<file path="src/linear_probe_hash_map_defines.svh">
// ----------------------------------------------------------------------------
// Linear probe hash map assertion macros
// Shared concurrent assertion wrappers, sampled on clk_i and held off in reset.
// ----------------------------------------------------------------------------
`ifndef LINEAR_PROBE_HASH_MAP_DEFINES_SVH
`define LINEAR_PROBE_HASH_MAP_DEFINES_SVH

`ifndef SYNTH
`define LPHM_ASSERT(lbl, prop) \
  lbl: assert property (@(posedge clk_i) disable iff (!rst_ni) prop) \
    else $error("lphm assertion failed");
`define LPHM_NEVER(lbl, cond) \
  lbl: assert property (@(posedge clk_i) disable iff (!rst_ni) !(cond)) \
    else $error("lphm forbidden condition");
`else
`define LPHM_ASSERT(lbl, prop)
`define LPHM_NEVER(lbl, cond)
`endif

`endif

</file>
<file path="src/lphm_pkg.sv">
// ----------------------------------------------------------------------------
// Linear probe hash map package
// Beat types, slot mark and operation codes, controller/datapath interface.
// ----------------------------------------------------------------------------
package lphm_pkg;

  localparam logic [1:0] KIND_LOOKUP = 2'd0;
  localparam logic [1:0] KIND_INSERT = 2'd1;
  localparam logic [1:0] KIND_DELETE = 2'd2;
  localparam logic [1:0] KIND_CLEAR  = 2'd3;

  localparam logic [1:0] MARK_EMPTY    = 2'd0;
  localparam logic [1:0] MARK_OCCUPIED = 2'd1;
  localparam logic [1:0] MARK_TOMB     = 2'd2;

  localparam logic [31:0] HASH_MULT = 32'd2654435761;
  localparam int unsigned COUNT_W = 11;

  typedef struct packed {
    logic [1:0]         kind;
    logic signed [31:0] key;
    logic signed [31:0] value;
  } req_t;

  typedef struct packed {
    logic                 ok;
    logic signed [31:0]   value_out;
    logic [COUNT_W-1:0]   occupied_count;
  } rsp_t;

  typedef struct packed {
    logic       item_load;
    logic       sweep;
    logic       ptr_zero;
    logic       hash_load;
    logic       step;
    logic       tomb_rec;
    logic       wr_mark_en;
    logic [1:0] wr_mark;
    logic       wr_key;
    logic       wr_val;
    logic       wr_at_tomb;
    logic       cnt_clr;
    logic       cnt_inc;
    logic       cnt_dec;
    logic       res_set;
    logic       res_ok;
    logic       res_found;
    logic       out_load;
  } cmd_t;

  typedef struct packed {
    logic [1:0] kind;
    logic [1:0] mark;
    logic       key_hit;
    logic       cnt_zero;
    logic       probe_last;
    logic       sweep_last;
    logic       have_tomb;
    logic       out_free;
  } status_t;

endpackage

</file>
<file path="src/lphm_ctrl.sv">
// ----------------------------------------------------------------------------
// Linear probe hash map controller
// Sequences clear sweeps, hashing, probing, slot updates and result handoff.
// ----------------------------------------------------------------------------
`include "linear_probe_hash_map_defines.svh"

module lphm_ctrl (
  input  logic              clk_i,
  input  logic              rst_ni,
  input  logic              in_valid_i,
  output logic              in_ready_o,
  input  lphm_pkg::status_t st_i,
  output lphm_pkg::cmd_t    cmd_o
);

  localparam logic [2:0] S_CLEAR = 3'd0;
  localparam logic [2:0] S_IDLE  = 3'd1;
  localparam logic [2:0] S_START = 3'd2;
  localparam logic [2:0] S_READ  = 3'd3;
  localparam logic [2:0] S_EVAL  = 3'd4;
  localparam logic [2:0] S_RESP  = 3'd5;

  logic [2:0] state_q, state_d;
  logic       clr_reply_q, clr_reply_d;
  logic       occ, hit, tomb_here, empty;

  assign occ       = (st_i.mark == lphm_pkg::MARK_OCCUPIED);
  assign hit       = occ && st_i.key_hit;
  assign tomb_here = (st_i.mark == lphm_pkg::MARK_TOMB);
  assign empty     = (st_i.mark == lphm_pkg::MARK_EMPTY);

  always_comb begin
    cmd_o       = '0;
    state_d     = state_q;
    clr_reply_d = clr_reply_q;
    in_ready_o  = 1'b0;
    unique case (state_q)
      S_CLEAR: begin
        cmd_o.sweep = 1'b1;
        if (st_i.sweep_last) begin
          clr_reply_d = 1'b0;
          if (clr_reply_q) begin
            cmd_o.res_set = 1'b1;
            cmd_o.res_ok  = 1'b1;
            state_d       = S_RESP;
          end else begin
            state_d = S_IDLE;
          end
        end
      end
      S_IDLE: begin
        in_ready_o = 1'b1;
        if (in_valid_i) begin
          cmd_o.item_load = 1'b1;
          state_d         = S_START;
        end
      end
      S_START: begin
        if (st_i.kind == lphm_pkg::KIND_CLEAR) begin
          cmd_o.ptr_zero = 1'b1;
          cmd_o.cnt_clr  = 1'b1;
          clr_reply_d    = 1'b1;
          state_d        = S_CLEAR;
        end else if (st_i.kind != lphm_pkg::KIND_INSERT && st_i.cnt_zero) begin
          cmd_o.res_set = 1'b1;
          state_d       = S_RESP;
        end else begin
          cmd_o.hash_load = 1'b1;
          state_d         = S_READ;
        end
      end
      S_READ: begin
        state_d = S_EVAL;
      end
      S_EVAL: begin
        if (st_i.kind == lphm_pkg::KIND_INSERT) begin
          if (hit) begin
            cmd_o.wr_val  = 1'b1;
            cmd_o.res_set = 1'b1;
            cmd_o.res_ok  = 1'b1;
            state_d       = S_RESP;
          end else if (empty) begin
            cmd_o.wr_mark_en = 1'b1;
            cmd_o.wr_mark    = lphm_pkg::MARK_OCCUPIED;
            cmd_o.wr_key     = 1'b1;
            cmd_o.wr_val     = 1'b1;
            cmd_o.wr_at_tomb = st_i.have_tomb;
            cmd_o.cnt_inc    = 1'b1;
            cmd_o.res_set    = 1'b1;
            cmd_o.res_ok     = 1'b1;
            state_d          = S_RESP;
          end else begin
            cmd_o.tomb_rec = tomb_here && !st_i.have_tomb;
            if (st_i.probe_last) begin
              cmd_o.res_set = 1'b1;
              state_d       = S_RESP;
              if (st_i.have_tomb || tomb_here) begin
                cmd_o.wr_mark_en = 1'b1;
                cmd_o.wr_mark    = lphm_pkg::MARK_OCCUPIED;
                cmd_o.wr_key     = 1'b1;
                cmd_o.wr_val     = 1'b1;
                cmd_o.wr_at_tomb = st_i.have_tomb;
                cmd_o.cnt_inc    = 1'b1;
                cmd_o.res_ok     = 1'b1;
              end
            end else begin
              cmd_o.step = 1'b1;
              state_d    = S_READ;
            end
          end
        end else begin
          if (hit) begin
            cmd_o.res_set = 1'b1;
            cmd_o.res_ok  = 1'b1;
            state_d       = S_RESP;
            if (st_i.kind == lphm_pkg::KIND_DELETE) begin
              cmd_o.wr_mark_en = 1'b1;
              cmd_o.wr_mark    = lphm_pkg::MARK_TOMB;
              cmd_o.cnt_dec    = 1'b1;
            end else begin
              cmd_o.res_found = 1'b1;
            end
          end else if (empty || st_i.probe_last) begin
            cmd_o.res_set = 1'b1;
            state_d       = S_RESP;
          end else begin
            cmd_o.step = 1'b1;
            state_d    = S_READ;
          end
        end
      end
      S_RESP: begin
        if (st_i.out_free) begin
          cmd_o.out_load = 1'b1;
          state_d        = S_IDLE;
        end
      end
      default: begin
        state_d = S_IDLE;
      end
    endcase
  end

  always_ff @(posedge clk_i or negedge rst_ni) begin
    if (!rst_ni) begin
      state_q     <= S_CLEAR;
      clr_reply_q <= 1'b0;
    end else begin
      state_q     <= state_d;
      clr_reply_q <= clr_reply_d;
    end
  end

  `LPHM_ASSERT(a_load_when_free, cmd_o.out_load |-> st_i.out_free)
  `LPHM_ASSERT(a_no_step_past_wrap, cmd_o.step |-> !st_i.probe_last)
  `LPHM_ASSERT(a_eval_after_read, state_q == S_READ |=> state_q == S_EVAL)

endmodule

</file>
<file path="config.mk">
export PLATFORM = sky130hd
export DESIGN_NAME = lphm_ctrl
export DESIGN_NICKNAME = d
export VERILOG_FILES = /design/src/lphm_pkg.sv /design/src/lphm_ctrl.sv
export VERILOG_INCLUDE_DIRS = /design/src /design/src/src
export SDC_FILE = /design/constraint.sdc
export NUM_CORES = 1
export LEC_CHECK = 0
export BUFFER_PORTS_ARGS = -buffer_cell sky130_fd_sc_hd__clkbuf_2
export CAP_MARGIN = 20
export CORE_UTILIZATION = 30
export CTS_BUF_LIST = sky130_fd_sc_hd__clkbuf_16
export DETAILED_ROUTE_END_ITERATION = 16
export RECOVER_POWER = 25
export SLEW_MARGIN = 30
export SYNTH_ARGS = -nofsm -noshare
export SYNTH_HDL_FRONTEND = slang
export SYNTH_SLANG_ARGS = --single-unit
export TNS_END_PERCENT = 5
</file>
<file path="constraint.sdc">
create_clock -name clk_i -period 1.9 [get_ports clk_i]
set_input_delay 0.095 -clock clk_i [delete_from_list [all_inputs] [get_ports clk_i]]
set_output_delay 0.095 -clock clk_i [all_outputs]
set_load 0.02 [all_outputs]
</file>
==> metrics, run 1 <==
outcome=completed; Reg clk slew, reported paths=roughly 30 ps; EDFF count, synth=0; WL per Instance=approximately 11 um; Post-Syn Area=roughly 590 um2; post-synthesis mux area share=under 10%; register area=around 100 um2; Die Area=approximately 2200 um2; top cell type's share of synthesized area=approximately 17%; sequential share of the synthesized area=roughly 17%; Mapped Nets=88; setup_tns=0 ps; clk sink count=4; Worst Hold Class=input pin to flip-flop; Syn Inst Count=75; reported max-cap violation count=0; Synth-to-Final Area Change=37.1%; filler cell count in the final layout=189; routed wire length=1410 um; #FFs+latches synth=4; final hold slack=233 ps; global route overflow=0; routed vias/inst=between 4 and 5; DRC=0; syn avg cell area=7.87 um2; Yosys warnings=0; die width=46.4 um; number of global-route vias before repair=~530; port bufs=32; Max clock buf depth=2; cell with the most instances after synthesis=nand2_1; H-tree Lvls=1; Iter 0 DRT Violations=7; core area=roughly 1800 um2; RSZ-0062 raised after global routing=false; main combinational cell family by area after synthesis=simple AND/OR/NAND/NOR gates; GRT Total Usage=between 10 and 15%; Adder-Cell Fraction of Synth Area=0%; detailed-route via count=644; CTS buffer count=3; synth cell count leaders=nand2_1 (9), nor2_1 (6), nor3_1 (5); ANT cells=0; CP startpoint kind=flip-flop; largest cells by area after synthesis=dfrtp_1 (17%), nor3b_4 (6.4%), nand2_1 (5.7%), buf_6 (5.7%), o211ai_1 (5.1%); TritonCTS clock tree=done; num rows=15; routability cong.=about 0.74; cell accounting for the most synthesized area=dfrtp_1; Detailed Place HPWL=around 1200 um; Synth cell types=36; Slew Viols, Final=0; initial antenna violation count=0; Finished Cell Area=a little over 800 um2; period utilization=~94%; Lkg Pwr=0.000386 uW; fin nets=between 100 and 150; Peak Freq=between 0.5 and 0.6 GHz; Top Ports=33; final clock skew=between 0.6 and 0.7 ps; Max transition margin=between 70 and 80%; post-synthesis xor/xnor area fraction=0%; FFs w/ async S/R, synth=between 90% and 100%; crit path DAT=1690 ps; Setup Crit Path Kind=flip-flop to primary output; Synth Area in Compound Gates=a little under a quarter; clk_lat worst skew=between 200 and 250 ps; Initial Util=approximately 33%; Peak VDD IR=approximately 0.66 mV; first-pass GRT wire length=roughly 2200 um; Setup WS post-layout=between 100 and 150 ps; Synth Area in Simple Gates=about 47%; fraction of layout cells with a size suffix above 1=roughly 41%; final setup vio count=0; ys flop type=dfrtp_1; Multi-input gate area=about 420 um2; final worst path period need=roughly 1800 ps; area post-placement=roughly 730 um2; root buffer cell=clkbuf_16; Worst Setup End Kind=primary output; dpl ws=between 300 and 400 ps; die height=approximately 46 um; Max FO, Critical Path=11; pin count of the biggest net entering global routing=14; Hold Fails Final Rpt=0; CP required=1800 ps; First-pass DRT Iterations=4; Post-DRT Antenna Nets=0; Slew @ Worst Pin=slightly below 400 ps; PwrDens=between 1000 and 1500 nW/um2
==> worst max-delay path: stages (launching register included) <==
cell	delay, ps
dfrtp_1	540
nor3b_4	310
nand2_2	130
nor3_1	270
clkbuf_2	220
==> repair_timing <==
action	in CTS	in global routing
setup endpoints to repair	0	0
hold buffers	1	0
buffers inserted	0	0
gates resized for setup	0	0
endpoints found under the hold margin	4	0
==> state kept, by name, indices dropped and copies added (netlist names) <==
signal and flops:
clr_reply_q 1, state_q 3
==> power breakdown <==
group	switching, uW	leakage, uW	total [uW]	internal (uW)
sequential	95.9	0.0000500	219	123
combinational	268	0.000299	483	215
clock	55.5	0.0000370	324	268
==> placed cells by master (no fill, tap or decap), types with 2 or more instances in the layout <==
cell type,n
o21ai_0,2
nor2_1,6
a21oi_1,4
nand2_1,9
inv_1,2
nor3_1,5
nor3b_4,2
nor2b_1,4
clkbuf_1,2
nand3_1,2
clkbuf_16,3
dfrtp_1,4
o211ai_1,4
clkbuf_2,31
nand2b_1,3
==> cell type report <==
class | instances | area share [%]
clock buffer | 3 | 9.27
inverter | 2 | 0.927
multi-input combinational | 62 | 52.2
sequential | 4 | 12.4
tap | 25 | 3.86
timing repair buffer | 34 | 21.3
==> metal layers <==
layer / global-route usage [%] / vias to the layer above / wire (um)
li1: - / 332 / -
met1: 19.4 / 291 / 670
met2: 20.8 / 21 / 666
met3: 4.71 / 0 / 76
met4: 8.82 / 0 / 0
met5: 0 / - / 0
==> cell families (layout without fill, tap and decap cells) <==
family | count (synthesis) | in the layout
AND/OR/NAND/NOR | 43 | 43
AO/OA/AOI/OAI | 18 | 18
buffers and inverters | 9 | 39
flip-flops | 4 | 4
multiplexers | 1 | 1
==> worst paths after layout <==
check,slack (ps),depth (start not counted),from,end
max,120,4,state_q[2]$_DFFE_PN0P_,cmd_o[10]
min,230,4,in_valid_i,state_q[0]$_DFFE_PN0P_
max in group asynchronous,1490,2,rst_ni,state_q[2]$_DFFE_PN0P_
min in group asynchronous,240,2,rst_ni,state_q[1]$_DFFE_PN0P_
max reg2reg,490,4,state_q[1]$_DFFE_PN0P_,state_q[1]$_DFFE_PN0P_
min reg2reg,610,1,clr_reply_q$_DFFE_PN0P_,clr_reply_q$_DFFE_PN0P_
==> stage by stage <==
stage          utilization (%)  std cells  total power, uW
3_3_place_gp              40.9        126              702
6_report                  45.4        130             1030
5_1_grt                   45.4        130             1100
3_5_place_dp              40.9        126              706
4_1_cts                   45.7        130             1040
2_1_floorplan                -         75              618
Power figures use the tool's default switching activity.
==> run 2, diff against run 1 <==
--- a/config.mk
+++ b/config.mk
@@ -6,6 +6,7 @@
 export SDC_FILE = /design/constraint.sdc
 export NUM_CORES = 1
 export LEC_CHECK = 0
+export ABC_AREA = 1
 export BUFFER_PORTS_ARGS = -buffer_cell sky130_fd_sc_hd__clkbuf_2
 export CAP_MARGIN = 20
 export CORE_UTILIZATION = 30
==> metrics, run 2 <==
cell with the most instances after synthesis=nand2_1 (unchanged); M3 GR Usage=4.35% (was 4.71%); main combinational cell family by area after synthesis=simple AND/OR/NAND/NOR gates (unchanged); pin count of the biggest net entering global routing=8 (was 14); initial antenna violation count=0 (unchanged); DRC=0 (unchanged); syn avg cell area=5.62 um2 (was 7.87 um2); met1 GRT Util=18.2% (was 19.4%); CP required=1800 ps (about the same); Synth cell types=18 (was 36); # placed instances=127 (was 126); final std cells w/o fill=131 (was 130); # hold bufs at CTS=1 (unchanged); global route overflow=0 (unchanged); clk_lat worst skew=220 ps (about the same); Max FO, Critical Path=7 (was 11); Hold Fails Final Rpt=0 (unchanged); Post-DRT Antenna Nets=0 (unchanged); CTS resizes=0 (unchanged); final clock skew=0.505 ps (was 0.654 ps); crit-path cells=inv_2 > nand2_2 > nor2_4 > nand3_1 > nor3_1 > clkbuf_2 (was nor3b_4 > nand2_2 > nor3_1 > clkbuf_2); die height=41.4 um (was 46.4 um); post-synthesis xor/xnor area fraction=0% (unchanged); Initial Util=34.2% (was 33.1%); TritonCTS clock tree=done (unchanged); Adder-Cell Fraction of Synth Area=0% (unchanged); Synth Area in Compound Gates=8.85% (was 23.3%); setup bufs post-CTS=0 (unchanged); Worst Setup End Kind=primary output (unchanged); PwrDens=1380 nW/um2 (was 1270 nW/um2); Worst Hold Class=input pin to flip-flop (unchanged); Peak VDD IR=0.841 mV (was 0.662 mV); Final Util=51.5% (was 45.4%); Yosys warnings=0 (unchanged); Finished Cell Area=703 um2 (was 810 um2); Iter 0 DRT Violations=12 (was 7); Max clock buf depth=2 (unchanged); ys flop type=dfrtp_1 (unchanged); R2R Path End=state_q[2]$_DFFE_PN0P_ (was state_q[1]$_DFFE_PN0P_); Syn Inst Count=83 (was 75); ANT cells=0 (unchanged); GRT Total Usage=13.3% (was 14.8%); Die Area=1720 um2 (was 2150 um2); commonest non-fill, non-tap cell in the layout=clkbuf_2 (unchanged); worst hold endpoint=state_q[2]$_DFFE_PN0P_ (was state_q[0]$_DFFE_PN0P_); crit path DAT=1490 ps (was 1690 ps); synth cell count leaders=nand2_1 (18), inv_1 (14), nor2_1 (13), nand3_1 (9) (was nand2_1 (9), nor2_1 (6), nor3_1 (5)); largest registers=state_q (3), clr_reply_q (1) (unchanged); clk sink count=4 (unchanged); outcome=completed (unchanged); fin nets=131 (was 120); number of global-route vias before repair=452 (was 531); detailed-route via count=591 (was 644); Top reg by flops=state_q (unchanged); most frequent cells in the layout=clkbuf_2 (30), nand2_1 (18), inv_1 (14), nor2_1 (14), nand3_1 (9) (was clkbuf_2 (31), nand2_1 (9), nor2_1 (6)); RSZ-0062 raised after global routing=false (unchanged); Top Ports=33 (unchanged); post-synthesis mux area share=0% (was 1.69%); final setup vio count=0 (unchanged); Largest stage delay, worst path=440 ps (was 540 ps); num rows=13 (was 15); Mapped Nets=96 (was 88); worst reg2reg startpoint=state_q[1]$_DFFE_PN0P_ (unchanged); first-pass GRT wire length=1790 um (was 2210 um); die width=41.4 um (was 46.4 um); period utilization=83.3% (was 93.7%); setup_tns=0 ps (unchanged); reported max-cap violation count=0 (unchanged); worst hold path stage count=4 (unchanged); core area=1370 um2 (was 1780 um2); Top Usage Layer GRT=met1 (was met2); Detailed Place HPWL=1010 um (was 1160 um); largest cells by area after synthesis=dfrtp_1 (21%), nand2_1 (14%), inv_1 (11%), nor2_1 (10%), nand3_1 (9.7%) (was dfrtp_1 (17%), nor3b_4 (6.4%), nand2_1 (5.7%), buf_6 (5.7%), o211ai_1 (5.1%)); final worst path period need=1580 ps (was 1780 ps); #FFs+latches synth=4 (unchanged); Slew Viols, Final=0 (unchanged); root buffer cell=clkbuf_16 (unchanged); Max transition margin=67.1% (was 73.6%); Synth Area in Simple Gates=50.4% (was 46.6%); Lkg Pwr=0.000429 uW (was 0.000386 uW); Reg clk slew, reported paths=30 ps (about the same); Reg2Reg Depth=8 (was 4); First-pass DRT Iterations=4 (unchanged); FFs w/ async S/R, synth=100% (unchanged); Setup WS post-layout=316 ps (was 120 ps); cell accounting for the most synthesized area=dfrtp_1 (unchanged); Slew @ Worst Pin=488 ps (was 394 ps); routed vias/inst=4.51 (was 4.95); Post-Syn Area=467 um2 (was 591 um2); met2 Use GR=18.1% (was 20.8%); EDFF count, synth=0 (unchanged); Synth-to-Final Area Change=50.7% (was 37.1%); routability cong.=0.847 (was 0.736); reg2reg setup slack=630 ps (was 490 ps); sequential share of the synthesized area=21.4% (was 16.9%); CP startpoint kind=flip-flop (unchanged); routed wire length=1170 um (was 1410 um); Setup Crit Path Kind=flip-flop to primary output (unchanged); Peak Freq=0.631 GHz (was 0.562 GHz); CTS buffer count=3 (unchanged); H-tree Lvls=1 (unchanged); fraction of layout cells with a size suffix above 1=34.5% (was 41.0%); number of flip-flops under the largest register name=3 (unchanged); slowest CP cell=dfrtp_1 (unchanged); dpl ws=555 ps (was 359 ps); top cell type's share of synthesized area=21.4% (was 16.9%); port bufs=32 (unchanged); worst hold path startpoint=st_i[0] (was in_valid_i); WL per Instance=8.91 um (was 10.9 um); area post-placement=623 um2 (was 729 um2)
[run 2: through the flow]
stage / power, uW / hold WS [ps]
5_1_grt: 1040 / 236
6_report: 968 / 205
3_3_place_gp: 662 / -94.8
4_1_cts: 986 / 204
2_1_floorplan: 529 / -201
3_5_place_dp: 658 / -95.9
[run 2: layer usage]
layer / routed length [um] / vias up
met5: 0 / -
met4: 0 / 0
met3: 30 / 0
met2: 545 / 12
met1: 592 / 248
li1: - / 331
[run 2: how the worst max path moves through the flow]
stage	startpoint	to	slack [ps]	depth (start not counted)
6_report	state_q[1]$_DFFE_PN0P_	cmd_o[7]	320	6
5_1_grt	state_q[1]$_DFFE_PN0P_	cmd_o[7]	150	6
4_1_cts	state_q[1]$_DFFE_PN0P_	cmd_o[7]	320	6
3_5_place_dp	state_q[1]$_DFFE_PN0P_	cmd_o[7]	560	6
3_3_place_gp	state_q[1]$_DFFE_PN0P_	cmd_o[7]	550	6
2_1_floorplan	state_q[1]$_DFFE_PN0P_	cmd_o[13]	380	5
[run 2: critical path, delay by kind of cell, from the launching register on]
family / cells / cell delay, ps
buf+inv: 2 / 290
flops: 1 / 440
simple gates: 4 / 540
[run 2: layout make-up]
class                   count  area, um2
multi-input cells          58        274
fillers                   143        663
well taps                  15       18.8
flip-flops and latches      4        100
clock buffers               3       75.1
repair buffers             33        168
inverters                  18       67.6
[run 2: logic make-up (layout without fill, tap and decap cells)]
group	after synthesis	in the layout
buf+inv	21	54
simple gates	51	51
compound gates	7	7
flops	4	4
[run 2: where the power goes]
group          internal (uW)  leakage, uW  switching [uW]
clock network            268    0.0000370            50.8
registers                125    0.0000502            53.5
logic                    153     0.000341             318
==> run 3, diff against run 2 <==
--- a/config.mk
+++ b/config.mk
@@ -6,7 +6,7 @@
 export SDC_FILE = /design/constraint.sdc
 export NUM_CORES = 1
 export LEC_CHECK = 0
-export ABC_AREA = 1
+export ABC_AREA = 0
 export BUFFER_PORTS_ARGS = -buffer_cell sky130_fd_sc_hd__clkbuf_2
 export CAP_MARGIN = 20
 export CORE_UTILIZATION = 30
==> constraint.sdc (replaced) <==
create_clock -name clk_i -period 1.4 [get_ports clk_i]
set_input_delay 0.07 -clock clk_i [delete_from_list [all_inputs] [get_ports clk_i]]
set_output_delay 0.07 -clock clk_i [all_outputs]
set_load 0.02 [all_outputs]
==> metrics, run 3 (synthesis results as in run 1) <==
number of global-route vias before repair=567 (was 452); Post-DRT Antenna Nets=0 (unchanged); routability cong.=0.820 (was 0.847); PwrDens=1630 nW/um2 (was 1380 nW/um2); Die Area=2150 um2 (was 1720 um2); TritonCTS clock tree=done (unchanged); routed wire length=1620 um (was 1170 um); WL per Instance=11.9 um (was 8.91 um); global route overflow=0 (unchanged); Peak Freq=0.633 GHz; Setup WS post-layout=-179 ps (was 316 ps); Reg clk slew, reported paths=30 ps (about the same); Worst Setup End Kind=primary output (unchanged); Hold Fails Final Rpt=0 (unchanged); CP required=1330 ps (was 1800 ps); crit-path cells=nor3b_4 > buf_6 > buf_6 > and3_4 > buf_8 (was inv_2 > nand2_2 > nor2_4 > nand3_1 > nor3_1 > clkbuf_2); number of flip-flops under the largest register name=3 (unchanged); detailed-route via count=671 (was 591); final clock skew=0.142 ps (was 0.505 ps); Synth-to-Final Area Change=65.7% (was 50.7%); Iter 0 DRT Violations=6 (was 12); slowest CP cell=dfrtp_2 (was dfrtp_1); CTS buffer count=3 (unchanged); clk_lat worst skew=220 ps (about the same); filler cell count in the final layout=160 (was 143); final std cells w/o fill=136 (was 131); Peak VDD IR=1.29 mV (was 0.841 mV); failing checks=setup timing; largest registers=state_q (3), clr_reply_q (1) (unchanged); period utilization=113%; Top reg by flops=state_q (unchanged); pin count of the biggest net entering global routing=10 (was 8); Initial Util=33.1% (was 34.2%); clk sink count=4 (unchanged); outcome=finished, violations left (was completed); final setup vio count=16 (was 0); Detailed Place HPWL=1230 um (was 1010 um); RSZ-0062 raised after global routing=true (was false); port bufs=32 (unchanged); Worst Hold Class=input pin to flip-flop (unchanged); H-tree Lvls=1 (unchanged); critical path's most frequent cell=buf_6; Top Ports=33 (unchanged); crit path DAT=1510 ps (was 1490 ps); core area=1780 um2 (was 1370 um2); fraction of layout cells with a size suffix above 1=54.1% (was 34.5%); num rows=15 (was 13); Max transition margin=76.5% (was 67.1%); Setup Crit Path Kind=flip-flop to primary output (unchanged); final worst path period need=around 1600 ps; die height=46.4 um (was 41.4 um); GRT Total Usage=16.0% (was 13.3%); First-pass DRT Iterations=4 (unchanged); CP startpoint kind=flip-flop (unchanged); Max FO, Critical Path=7 (unchanged); Slew Viols, Final=0 (unchanged); Largest stage delay, worst path=450 ps (was 440 ps); # placed instances=131 (was 127); most frequent cells in the layout=clkbuf_2 (19), buf_4 (12), nand2_1 (7) (was clkbuf_2 (30), nand2_1 (18), inv_1 (14), nor2_1 (14), nand3_1 (9)); Lkg Pwr=0.000465 uW (was 0.000429 uW); ANT cells=0 (unchanged); Finished Cell Area=978 um2 (was 703 um2); routed vias/inst=4.93 (was 4.51); fin nets=126 (was 131); commonest non-fill, non-tap cell in the layout=clkbuf_2 (unchanged); root buffer cell=clkbuf_16 (unchanged); first-pass GRT wire length=2370 um (was 1790 um); reported max-cap violation count=0 (unchanged); final hold slack=190 ps (was 205 ps); DRC=0 (unchanged); Slew @ Worst Pin=351 ps (was 488 ps); die width=46.4 um (was 41.4 um); area post-placement=777 um2 (was 623 um2); Max clock buf depth=2 (unchanged); initial antenna violation count=0 (unchanged)
## run 3: changes by cell type in the layout (fill, tap and decap cells not counted), moves of 4 or more
cell      previous run  this run
nor2b_1              0         4
nand2_1             18         7
inv_2                4         0
inv_1               14         2
clkbuf_2            30        19
buf_4                0        12
nor2_1              14         4
nand3_1              9         2
## run 3: power by group
| part | internal, uW | switching, uW |
|---|---|---|
| logic | 418 | 484 |
| registers | 171 | 80.6 |
| clock network | 364 | 74.2 |
| total | 954 | 639 |
## run 3: cell type report
| cell class | instances | area, um2 | area share (%) |
|---|---|---|---|
| tap | 25 | 31.3 | 3.20 |
| timing repair buffer | 40 | 282 | 28.8 |
| inverter | 2 | 7.51 | 0.767 |
| clock buffer | 3 | 75.1 | 7.67 |
| sequential | 4 | 101 | 10.4 |
| multi-input combinational | 62 | 482 | 49.2 |
## run 3: what timing repair did
item / in CTS / in global routing
pin swaps: 2 / 5
setup endpoints to repair: 18 / 17
hold buffers: 1 / 0
resized for setup: 17 / 23
buffers inserted: 0 / 1
hold endpoints to repair: 4 / 0
## run 3: worst paths after layout
check / start / endpoint / slack (ps) / cells past startpoint
worst max-delay path: state_q[0]$_DFFE_PN0P_ / cmd_o[11] / -180 / 5
worst min-delay path: st_i[2] / clr_reply_q$_DFFE_PN0P_ / 190 / 3
worst max register to register: state_q[0]$_DFFE_PN0P_ / state_q[1]$_DFFE_PN0P_ / 170 / 4
worst min register to register: clr_reply_q$_DFFE_PN0P_ / clr_reply_q$_DFFE_PN0P_ / 580 / 1
max in group asynchronous: rst_ni / state_q[0]$_DFFE_PN0P_ / 1000 / 2
min in group asynchronous: rst_ni / state_q[2]$_DFFE_PN0P_ / 210 / 2
## run 3: per-stage QoR
stage                     setup slack (ps)  total power [uW]  setup TNS (ps)  util, %
after floorplan                       -154               850            -315        -
after global placement                53.2              1050               0     43.6
after detailed placement              15.7              1060               0     43.6
after CTS                             -153              1550           -1390     51.6
after global routing                  -231              1700           -2870     54.9
final                                 -179              1590           -1680     54.9
## run 3: metal layers
metal	global-route usage (%)	part of all wire (%)
met2	22.8	49
met4	8.82	0.80
met3	4.71	2.8
met5	0	0
met1	21.1	48
## run 3: critical path, delay by kind of cell (launching register included)
family / cells / cell delay (ps)
AND/OR/NAND/NOR: 2 / 490
flip-flops: 1 / 450
buffers and inverters: 3 / 340
